===== config.mk =====
export PLATFORM = sky130hd
export DESIGN_NAME = intel_hex_record_generator
export DESIGN_NICKNAME = d
export VERILOG_FILES = /design/src/hw/rtl/ihrg_pkg.sv /design/src/hw/rtl/ihrg_front.sv /design/src/hw/rtl/ihrg_queue.sv /design/src/hw/rtl/ihrg_back.sv /design/src/hw/rtl/intel_hex_record_generator.sv
export SDC_FILE = /design/constraint.sdc
export NUM_CORES = 1
export LEC_CHECK = 0
export ABC_AREA = 1
export BUFFER_PORTS_ARGS = -buffer_cell sky130_fd_sc_hd__buf_2
export CORE_ASPECT_RATIO = 1.25
export CORE_MARGIN = 3
export CORE_UTILIZATION = 50
export CTS_CLUSTER_DIAMETER = 50
export DETAILED_ROUTE_END_ITERATION = 10
export GPL_TIMING_DRIVEN = 0
export PLACE_DENSITY_LB_ADDON = 0.1
export SLEW_MARGIN = 10
export SYNTH_ARGS = -nofsm -noshare
export SYNTH_HDL_FRONTEND = slang
export SYNTH_SLANG_ARGS = --single-unit

===== constraint.sdc =====
create_clock -name clk -period 6.08 [get_ports clk]
set_input_delay 1.216 -clock clk [delete_from_list [all_inputs] [get_ports clk]]
set_output_delay 1.216 -clock clk [all_outputs]
set_load 0.01 [all_outputs]

===== src/hw/rtl/ihrg_pkg.sv =====
`timescale 1ns / 1ps

package ihrg_pkg;

    // Record type codes carried on the record_type port.
    localparam logic [2:0] REC_DATA = 3'd0;
    localparam logic [2:0] REC_EOF  = 3'd1;
    localparam logic [2:0] REC_ELA  = 3'd4;

    // Data byte counts of the three record kinds.
    localparam logic [2:0] CNT_DATA = 3'd4;
    localparam logic [2:0] CNT_EOF  = 3'd0;
    localparam logic [2:0] CNT_ELA  = 3'd2;

    // Configuration register map.
    localparam int unsigned  PADDR_W         = 2;
    localparam logic [1:0]   ADDR_REPEAT_CNT = 2'd0;
    localparam int unsigned  REPEAT_W        = 6;
    localparam logic [5:0]   REPEAT_RESET    = 6'd1;

    // Default depth of the queue between the front and back ends.
    localparam int unsigned  QUEUE_DEPTH_DEF = 4;

    // One classified item, as the front end hands it to the back end.
    typedef struct packed {
        logic                is_eof;
        logic                need_ela;
        logic [15:0]         upper;
        logic [15:0]         addr_low;
        logic [31:0]         value;
        logic [REPEAT_W-1:0] count;
    } ihrg_entry_t;

    // Queue status seen by both ends.
    typedef struct packed {
        logic full;
        logic empty;
    } ihrg_q_status_t;

    // Two's complement of the byte sum of a record.
    function automatic logic [7:0] rec_checksum(
        input logic [2:0]  rtype,
        input logic [2:0]  cnt,
        input logic [15:0] alow,
        input logic [31:0] data
    );
        logic [7:0] sum;
        sum = {5'd0, cnt} + alow[15:8] + alow[7:0] + {5'd0, rtype}
            + data[7:0] + data[15:8] + data[23:16] + data[31:24];
        return 8'(~sum + 8'd1);
    endfunction

endpackage


===== src/hw/rtl/ihrg_front.sv =====
`timescale 1ns / 1ps

module ihrg_front
    import ihrg_pkg::*;
(
    input  logic                clk,
    input  logic                rst_n,
    input  logic                in_valid,
    output logic                in_stall,
    input  logic                command,
    input  logic [31:0]         address,
    input  logic [31:0]         value,
    input  logic [REPEAT_W-1:0] repeat_count,
    input  ihrg_q_status_t      q_status,
    output logic                push,
    output ihrg_entry_t         push_entry
);

    logic        accept;
    logic        need_ela;
    logic        produces;
    logic [15:0] upper;
    logic [15:0] cur_upper_reg;
    logic [15:0] cur_upper_next;

    // The front end takes an item whenever the queue has room.
    assign in_stall = q_status.full;
    assign accept   = in_valid && !q_status.full;

    // Classify: an address record is due when the upper half changes.
    assign upper    = address[31:16];
    assign need_ela = !command && (upper != cur_upper_reg);
    assign produces = command || need_ela || (repeat_count != '0);

    // Items that yield no record are taken and dropped here.
    assign push = accept && produces;

    always_comb
    begin
        push_entry.is_eof   = command;
        push_entry.need_ela = need_ela;
        push_entry.upper    = upper;
        push_entry.addr_low = address[15:0];
        push_entry.value    = value;
        push_entry.count    = repeat_count;
    end

    // Finish returns the stored upper half to zero for the next file.
    always_comb
    begin
        cur_upper_next = cur_upper_reg;
        if (accept)
        begin
            cur_upper_next = command ? 16'd0 : upper;
        end
    end

    always_ff @(posedge clk or negedge rst_n)
    begin
        if (!rst_n)
        begin
            cur_upper_reg <= '0;
        end
        else
        begin
            cur_upper_reg <= cur_upper_next;
        end
    end

endmodule


===== src/hw/rtl/ihrg_queue.sv =====
`timescale 1ns / 1ps

module ihrg_queue
    import ihrg_pkg::*;
#(
    parameter int unsigned DEPTH = QUEUE_DEPTH_DEF
)
(
    input  logic           clk,
    input  logic           rst_n,
    input  logic           push,
    input  ihrg_entry_t    push_entry,
    input  logic           pop,
    output ihrg_entry_t    head,
    output ihrg_q_status_t q_status
);

    localparam int unsigned PTR_W = (DEPTH > 1) ? $clog2(DEPTH) : 1;
    localparam int unsigned CNT_W = $clog2(DEPTH + 1);
    localparam logic [PTR_W-1:0] LAST_PTR  = PTR_W'(DEPTH - 1);
    localparam logic [CNT_W-1:0] FULL_CNT  = CNT_W'(DEPTH);

    ihrg_entry_t      entries [DEPTH];
    logic [PTR_W-1:0] wr_ptr_reg;
    logic [PTR_W-1:0] wr_ptr_next;
    logic [PTR_W-1:0] rd_ptr_reg;
    logic [PTR_W-1:0] rd_ptr_next;
    logic [CNT_W-1:0] count_reg;
    logic [CNT_W-1:0] count_next;
    logic             do_push;
    logic             do_pop;

    assign q_status.full  = (count_reg == FULL_CNT);
    assign q_status.empty = (count_reg == '0);
    assign do_push        = push && !q_status.full;
    assign do_pop         = pop && !q_status.empty;
    assign head           = entries[rd_ptr_reg];

    // Pointer and occupancy update, with wrap at the queue depth.
    always_comb
    begin
        wr_ptr_next = wr_ptr_reg;
        rd_ptr_next = rd_ptr_reg;
        count_next  = count_reg;
        if (do_push)
        begin
            wr_ptr_next = (wr_ptr_reg == LAST_PTR) ? '0 : PTR_W'(wr_ptr_reg + 1'b1);
        end
        if (do_pop)
        begin
            rd_ptr_next = (rd_ptr_reg == LAST_PTR) ? '0 : PTR_W'(rd_ptr_reg + 1'b1);
        end
        if (do_push && !do_pop)
        begin
            count_next = CNT_W'(count_reg + 1'b1);
        end
        else if (do_pop && !do_push)
        begin
            count_next = CNT_W'(count_reg - 1'b1);
        end
    end

    always_ff @(posedge clk or negedge rst_n)
    begin
        if (!rst_n)
        begin
            wr_ptr_reg <= '0;
            rd_ptr_reg <= '0;
            count_reg  <= '0;
        end
        else
        begin
            wr_ptr_reg <= wr_ptr_next;
            rd_ptr_reg <= rd_ptr_next;
            count_reg  <= count_next;
        end
    end

    // Entry storage needs no reset.
    always_ff @(posedge clk)
    begin
        if (do_push)
        begin
            entries[wr_ptr_reg] <= push_entry;
        end
    end

endmodule


===== src/hw/rtl/ihrg_back.sv =====
`timescale 1ns / 1ps

module ihrg_back
    import ihrg_pkg::*;
(
    input  logic           clk,
    input  logic           rst_n,
    input  ihrg_entry_t    head,
    input  ihrg_q_status_t q_status,
    output logic           pop,
    output logic           out_valid,
    input  logic           out_stall,
    output logic [2:0]     record_type,
    output logic [2:0]     byte_count,
    output logic [15:0]    address_low,
    output logic [31:0]    data_bytes,
    output logic [7:0]     checksum,
    output logic           last_of_run
);

    logic                ela_done_reg;
    logic                ela_done_next;
    logic [REPEAT_W-1:0] sent_reg;
    logic [REPEAT_W-1:0] sent_next;
    logic                out_valid_reg;
    logic                out_valid_next;
    logic [2:0]          type_reg;
    logic [2:0]          cnt_reg;
    logic [15:0]         alow_reg;
    logic [31:0]         data_reg;
    logic [7:0]          csum_reg;
    logic                last_reg;

    logic                emit;
    logic                is_ela;
    logic [REPEAT_W-1:0] sent_inc;
    logic [2:0]          rec_type;
    logic [2:0]          rec_cnt;
    logic [15:0]         rec_alow;
    logic [31:0]         rec_data;
    logic                rec_last;

    // A record moves into the output register when it is free or drains.
    assign emit     = !q_status.empty && (!out_valid_reg || !out_stall);
    assign sent_inc = REPEAT_W'(sent_reg + 1'b1);
    assign is_ela   = !head.is_eof && head.need_ela && !ela_done_reg;

    // Build the next record of the item at the head of the queue.
    always_comb
    begin
        if (head.is_eof)
        begin
            rec_type = REC_EOF;
            rec_cnt  = CNT_EOF;
            rec_alow = '0;
            rec_data = '0;
            rec_last = 1'b1;
        end
        else if (is_ela)
        begin
            rec_type = REC_ELA;
            rec_cnt  = CNT_ELA;
            rec_alow = '0;
            rec_data = {16'd0, head.upper[7:0], head.upper[15:8]};
            rec_last = (head.count == '0);
        end
        else
        begin
            rec_type = REC_DATA;
            rec_cnt  = CNT_DATA;
            rec_alow = head.addr_low;
            rec_data = head.value;
            rec_last = (sent_inc == head.count);
        end
    end

    assign pop = emit && rec_last;

    // Progress through the current item; cleared when it leaves the queue.
    always_comb
    begin
        ela_done_next  = ela_done_reg;
        sent_next      = sent_reg;
        out_valid_next = out_valid_reg;
        if (!out_stall)
        begin
            out_valid_next = 1'b0;
        end
        if (emit)
        begin
            out_valid_next = 1'b1;
            if (rec_last)
            begin
                ela_done_next = 1'b0;
                sent_next     = '0;
            end
            else if (is_ela)
            begin
                ela_done_next = 1'b1;
            end
            else
            begin
                sent_next = sent_inc;
            end
        end
    end

    always_ff @(posedge clk or negedge rst_n)
    begin
        if (!rst_n)
        begin
            ela_done_reg  <= 1'b0;
            sent_reg      <= '0;
            out_valid_reg <= 1'b0;
        end
        else
        begin
            ela_done_reg  <= ela_done_next;
            sent_reg      <= sent_next;
            out_valid_reg <= out_valid_next;
        end
    end

    // Output payload register.
    always_ff @(posedge clk)
    begin
        if (emit)
        begin
            type_reg <= rec_type;
            cnt_reg  <= rec_cnt;
            alow_reg <= rec_alow;
            data_reg <= rec_data;
            csum_reg <= rec_checksum(rec_type, rec_cnt, rec_alow, rec_data);
            last_reg <= rec_last;
        end
    end

    assign out_valid   = out_valid_reg;
    assign record_type = type_reg;
    assign byte_count  = cnt_reg;
    assign address_low = alow_reg;
    assign data_bytes  = data_reg;
    assign checksum    = csum_reg;
    assign last_of_run = last_reg;

endmodule


===== src/hw/rtl/intel_hex_record_generator.sv =====
`timescale 1ns / 1ps

// Intel HEX record generator. Each input beat is either an address/value
// pair or a finish command; each output beat is one record as fields with its
// checksum. A pair whose upper address half differs from the last one sent
// first yields an extended linear address record, then repeat_count data
// records; finish yields an end-of-file record and clears the stored upper
// half. The front end accepts one item per clock while its queue
// (QUEUE_DEPTH entries) has room; the back end sends at most one record per
// clock through a single output register, so an item yielding k records
// holds the back end until all k have been sent. When the queue is empty,
// an accepted item is first written into the queue, and its first record is
// then loaded into the output register, where it stays valid until taken.
// The repeat_count register sits at byte address 0 of the APB port and
// resets to 1.
module intel_hex_record_generator
    import ihrg_pkg::*;
#(
    parameter int unsigned QUEUE_DEPTH = QUEUE_DEPTH_DEF
)
(
    input  logic               clk,
    input  logic               rst_n,
    input  logic               psel,
    input  logic               penable,
    input  logic               pwrite,
    input  logic [PADDR_W-1:0] paddr,
    input  logic [31:0]        pwdata,
    output logic [31:0]        prdata,
    output logic               pready,
    input  logic               in_valid,
    output logic               in_stall,
    input  logic               command,
    input  logic [31:0]        address,
    input  logic [31:0]        value,
    output logic               out_valid,
    input  logic               out_stall,
    output logic [2:0]         record_type,
    output logic [2:0]         byte_count,
    output logic [15:0]        address_low,
    output logic [31:0]        data_bytes,
    output logic [7:0]         checksum,
    output logic               last_of_run
);

    logic [REPEAT_W-1:0] repeat_count_reg;
    logic [REPEAT_W-1:0] repeat_count_next;
    logic                cfg_write;
    logic                push;
    logic                pop;
    ihrg_entry_t         push_entry;
    ihrg_entry_t         head;
    ihrg_q_status_t      q_status;

    // Register access: always ready, one register.
    assign pready    = 1'b1;
    assign cfg_write = psel && penable && pwrite && (paddr == ADDR_REPEAT_CNT);
    assign prdata    = (paddr == ADDR_REPEAT_CNT) ?
                       {{(32 - REPEAT_W){1'b0}}, repeat_count_reg} : 32'd0;

    always_comb
    begin
        repeat_count_next = repeat_count_reg;
        if (cfg_write)
        begin
            repeat_count_next = pwdata[REPEAT_W-1:0];
        end
    end

    always_ff @(posedge clk or negedge rst_n)
    begin
        if (!rst_n)
        begin
            repeat_count_reg <= REPEAT_RESET;
        end
        else
        begin
            repeat_count_reg <= repeat_count_next;
        end
    end

    ihrg_front u_front (
        .clk          (clk),
        .rst_n        (rst_n),
        .in_valid     (in_valid),
        .in_stall     (in_stall),
        .command      (command),
        .address      (address),
        .value        (value),
        .repeat_count (repeat_count_reg),
        .q_status     (q_status),
        .push         (push),
        .push_entry   (push_entry)
    );

    ihrg_queue #(
        .DEPTH (QUEUE_DEPTH)
    ) u_queue (
        .clk        (clk),
        .rst_n      (rst_n),
        .push       (push),
        .push_entry (push_entry),
        .pop        (pop),
        .head       (head),
        .q_status   (q_status)
    );

    ihrg_back u_back (
        .clk         (clk),
        .rst_n       (rst_n),
        .head        (head),
        .q_status    (q_status),
        .pop         (pop),
        .out_valid   (out_valid),
        .out_stall   (out_stall),
        .record_type (record_type),
        .byte_count  (byte_count),
        .address_low (address_low),
        .data_bytes  (data_bytes),
        .checksum    (checksum),
        .last_of_run (last_of_run)
    );

endmodule


==> summary.txt, run 1 <==
status - finished clean
Async SR Flop Fraction - 0.0961
grt ovf - 0
#FFs+latches synth - 385
DRT iter0 DRCs - 827
Synth Flop Type - edfxtp_1
first-pass GRT wire length - 60,100 µm
DR vias - 10.7k
# rows - 73
endpoints failing setup - 0
initial antenna violation count - 4
max FFs per register - 288
Biggest register - u_queue.entries
crit path time final - 5.90 ns
deepest clock path buffer count - 3
Clock Sinks - 385
post-DP HPWL - 27,100 µm
met3 WL post-DR - 2290 µm
Rel. slew slack - 0.421
Achievable Freq - 170 MHz
WL/cell - 20.2 µm
Req. time, crit path - 6.38 ns
Slew @ Worst Pin - 0.869 ns
synthesis-to-finish area growth - 19.4%
met2 WL - 20,500 µm
Num CTS Buffers - 39
die area - 0.0353 mm²
CP most frequent cell - nand2_1
Synth Instances - 1,289
largest net degree at the start of global routing - 65
Clock Skew - 0.0163 ns
max cap viols - 0
fin crit share - 0.970
share of cells above drive strength 1 - 0.225
Buf+Inv Stages, Crit Path - 10
sequential fraction of the synthesis area - 0.687
Worst-path clk slew - 0.06 ns
hold crit path type - reg2reg
placer congestion estimate - 0.812
Slew Limit Fails - 0
Avg Cell Area, Syn - 12.8 µm²
crit path kind - reg2reg
critical path arrival - 6.20 ns
Total GRT Usage - 0.222
TritonRoute pass-1 iters - 7
H-tree depth - 2
Avg Vias per Cell - 5.41
CP max-delay cell - fa_1
DRC - 0
Met1 Wirelength - 16,000 µm
endpoint type of the worst setup path - flip-flop
nets - 1,679
Die Y-Extent - 209 µm
fillers - 2,573
slowest stage delay, CP - 0.56 ns
CP Launch Type - flip-flop
Worst-Skew Late Latency - 0.54 ns
die width - 169 µm
Top Family by Delay on Critical Path - adder cells
number of distinct library cells after synthesis - 43
worst-case hold slack - 0.520 ns
CTS tree - yes
number of global-route vias before repair - 10.5k
final hold vios - 0
Ports - 204
number of port buffers - 148
floorplan core area - 0.0322 mm²
Routed WL - 39,800 µm
top layer in use - met5
clk root buf - clkbuf_16
Cell Area, Synth - 0.0166 mm²
Synth Warn # - 0
# hold bufs at CTS - 0
EDFF count, synth - 348
Antenna Nets Post-Route - 0
Worst Path Max Fanout - 10
setup_tns - 0 ns
initial core utilization - 0.513
-- final timing paths --
path / startpoint / end / slack, ns / cells past startpoint
max: u_queue.rd_ptr_reg[0] / u_back.checksum[7] / 0.18 / 31
min: u_back.out_valid / u_back.out_valid / 0.52 / 2
max reg2reg: u_queue.rd_ptr_reg[0] / u_back.checksum[7] / 0.18 / 31
min reg2reg: u_back.out_valid / u_back.out_valid / 0.52 / 2
max in group asynchronous: rst_n / u_back.ela_done_reg / 4.73 / 1
min in group asynchronous: rst_n / u_front.cur_upper_reg[4] / 0.80 / 1
-- layout by cell type (no fill, tap or decap), drive strengths merged, types with 2 or more instances in the layout --
cell	n
edfxtp	348
buf	231
nand2	177
nor2	155
o21ai	103
inv	97
clkbuf	78
nand3	66
a21oi	38
dfrtp	36
fa	31
conb	29
xor2	26
a221o	24
a221oi	24
clkinv	20
o22ai	18
ha	18
nand4	7
xnor2	6
nand3b	4
a32o	4
nor4	4
diode	2
a21boi	2
nor3	2
-- synth_stat cells (5+ instances only) --
master / number / area, µm²
inv_1: 93 / 349
dfrtp_1: 36 / 901
a221o_1: 24 / 240
buf_2: 22 / 110
a221oi_1: 24 / 210
edfxtp_1: 348 / 10500
nand3_1: 63 / 315
buf_4: 35 / 263
xor2_1: 26 / 228
nand2_1: 170 / 638
clkbuf_1: 24 / 90.1
o21ai_0: 103 / 515
a21oi_1: 37 / 185
o22ai_1: 18 / 113
nor2_1: 153 / 574
buf_1: 5 / 18.8
nand4_1: 7 / 43.8
fa_1: 31 / 621
ha_1: 18 / 225
xnor2_1: 6 / 52.6
-- worst min-delay path, cell delays in order (launching register included) --
cell	delay, ns
dfrtp_1	0.34
nand2_1	0.07
nand2_1	0.07
-- metal layers --
metal | GRT usage | up-vias
li1 | - | 4986
met1 | 0.288 | 5252
met2 | 0.388 | 355
met3 | 0.0354 | 59
met4 | 0.0652 | 4
met5 | 0 | -
-- final cells by class --
class	instances	area, µm²	area share
sequential	385	11400	0.576
timing repair buffer	168	1100	0.0556
clock inverter	19	110	0.00557
clock buffer	52	1120	0.0566
multi-input combinational	742	4520	0.229
tap	412	515	0.0261
inverter	99	380	0.0193
antenna	2	5.00	0.000253
buffer	89	636	0.0322
-- what timing repair did --
item / 4_1_cts / 5_1_grt
resized for setup: 42 / 52
pin swaps: 7 / 13
setup buffers: 5 / 2
cloned: 0 / 0
endpoints found under the setup margin: 6 / 3
-- kinds of logic (layout without fill, tap and decap cells) --
group | after synthesis | in the layout | synth area share
compound gates | 214 | 214 | 0.0811
other cells | 2 | 31 | 0.000454
buf+inv | 189 | 427 | 0.0545
flops | 385 | 385 | 0.687
mux | 1 | 1 | 0.000680
xor+xnor | 32 | 32 | 0.0169
fa+ha+maj | 49 | 49 | 0.0511
simple gates | 417 | 417 | 0.108
-- through the flow --
stage          instance area (µm²)  setup slack, ns  std cells   util
3_3_place_gp                 17900            -1.98       1876  0.555
3_5_place_dp                 18200           -0.846       1889  0.566
5_1_grt                      19800          -0.0866       1968  0.613
4_1_cts                      19600          0.00563       1965  0.608
6_report                     19800            0.181       1968  0.613
2_1_floorplan                16700            0.482       1316      -
Power of run 1 is left out: the tool's default activity adds up to more than one toggle a clock period on the data nets, which glitch-free logic cannot reach.
==> inputs of run 2 (changes only) <==
--- a/config.mk
+++ b/config.mk
@@ -14,6 +14,7 @@
 export DETAILED_ROUTE_END_ITERATION = 10
 export GPL_TIMING_DRIVEN = 0
 export PLACE_DENSITY_LB_ADDON = 0.1
+export RECOVER_POWER = 25
 export SLEW_MARGIN = 10
 export SYNTH_ARGS = -nofsm -noshare
 export SYNTH_HDL_FRONTEND = slang
==> summary.txt, run 2 (synthesis gave the netlist of run 1 again) <==
status - finished clean
fin crit share - 0.970
final hold vios - 0
number of port buffers - 148
Multi-input gate area - 0.00452 mm²
CP Launch Type - flip-flop
Rel. slew slack - 0.410
R2R setup slack - 0.18 ns
Total GRT Usage - 0.222
endpoint type of the worst setup path - flip-flop
Slew @ Worst Pin - 0.885 ns
Antenna Nets Post-Route - 0
initial core utilization - 0.513
hold path start - u_back.out_valid
Achievable Freq - 170 MHz
placed inst area - 0.0182 mm²
die width - 169 µm
hold crit path type - reg2reg
synthesis-to-finish area growth - 19.0%
Biggest register - u_queue.entries
CP max-delay cell - fa_1
max cap viols - 0
cell area after layout - 0.0197 mm²
Die Y-Extent - 209 µm
critical path arrival - 6.19 ns
commonest cells after routing, fill and taps aside - edfxtp_1 (348), nand2_1 (170), nor2_1 (149)
WHS Path Cells - 2
Worst Path Max Fanout - 10
worst-case hold slack - 0.520 ns
CP most frequent cell - nand2_1
clk root buf - clkbuf_16
Reg-to-Reg Start - u_queue.rd_ptr_reg[0]
worst flop-to-flop path endpoint - u_back.checksum[7]
CTS tree - yes
Worst-path clk slew - 0.06 ns
DRC - 0
Slew Limit Fails - 0
Avg Vias per Cell - 5.42
floorplan core area - 0.0322 mm²
Num CTS Buffers - 39
number of global-route vias before repair - 10.5k
die area - 0.0353 mm²
commonest non-fill, non-tap cell in the layout - edfxtp_1
# rows - 73
first-pass GRT wire length - 60,100 µm
Req. time, crit path - 6.38 ns
Buf+Inv Stages, Crit Path - 10
Final Core Density - 0.611
share of cells above drive strength 1 - 0.194
DR vias - 10.7k
Top Family by Delay on Critical Path - adder cells
WL/cell - 20.3 µm
Hold Path Sink - u_back.out_valid
deepest clock path buffer count - 3
max FFs per register - 288
Clock Skew - 0.0146 ns
FF/Latch Area - 0.0114 mm²
largest net degree at the start of global routing - 65
slowest stage delay, CP - 0.56 ns
placer congestion estimate - 0.812
endpoints failing setup - 0
Worst-Skew Late Latency - 0.54 ns
post-DP HPWL - 27,100 µm
nets - 1,679
grt ovf - 0
Ports - 204
DRT iter0 DRCs - 817
crit path time final - 5.90 ns
initial antenna violation count - 4
Routed WL - 39,900 µm
crit path kind - reg2reg
fillers - 2,595
H-tree depth - 2
TritonRoute pass-1 iters - 5
Clock Sinks - 385
R2R cell count - 31
==> run 2: worst min-delay path, cell delays in order, from the launching register on <==
cell and delay (ns):
dfrtp_1 0.34, nand2_1 0.07, nand2_1 0.07
==> run 2: routing by layer <==
layer,GRT usage,up-vias,wire length [µm]
li1,-,4983,-
met5,0,-,27
met3,0.0354,57,2400
met4,0.0652,4,953
met2,0.388,363,20500
met1,0.288,5255,16100
==> run 2: final cells by class <==
cell class / count / share of cell area
clock inverter: 19 / 0.00559
timing repair buffer: 168 / 0.0528
tap: 412 / 0.0262
buffer: 89 / 0.0323
antenna: 2 / 0.000254
inverter: 99 / 0.0193
sequential: 385 / 0.578
clock buffer: 52 / 0.0567
multi-input combinational: 742 / 0.229
==> run 2: how the worst max path moves through the flow <==
stage / slack [ns] / endpoint / cells after the start / from
4_1_cts: 0.006 / u_back.checksum[7] / 29 / u_queue.rd_ptr_reg[0]
2_1_floorplan: 0.48 / u_back.checksum[7] / 27 / u_queue.rd_ptr_reg[0]
3_3_place_gp: -1.98 / u_queue.entries[0][36] / 5 / in_valid
5_1_grt: -0.09 / u_back.checksum[7] / 31 / u_queue.rd_ptr_reg[0]
6_report: 0.18 / u_back.checksum[7] / 31 / u_queue.rd_ptr_reg[0]
3_5_place_dp: -0.85 / u_back.checksum[7] / 22 / u_queue.rd_ptr_reg[0]
==> run 2: through the flow <==
stage	TNS (ns)	cells	setup WS, ns
floorplan	0	1316	0.482
global placement	-557.57	1876	-1.98
detailed placement	-3.19	1889	-0.846
CTS	0	1965	0.00563
global route	-0.0866	1968	-0.0866
finish	0	1968	0.184
==> run 2: what timing repair did <==
| item | CTS | global route |
|---|---|---|
| resized for setup | 42 | 52 |
| hold buffers | 0 | 0 |
| endpoints found under the setup margin | 6 | 3 |
| buffers inserted | 5 | 2 |
| pin swaps | 7 | 13 |
Power of run 2 is left out for the same reason.
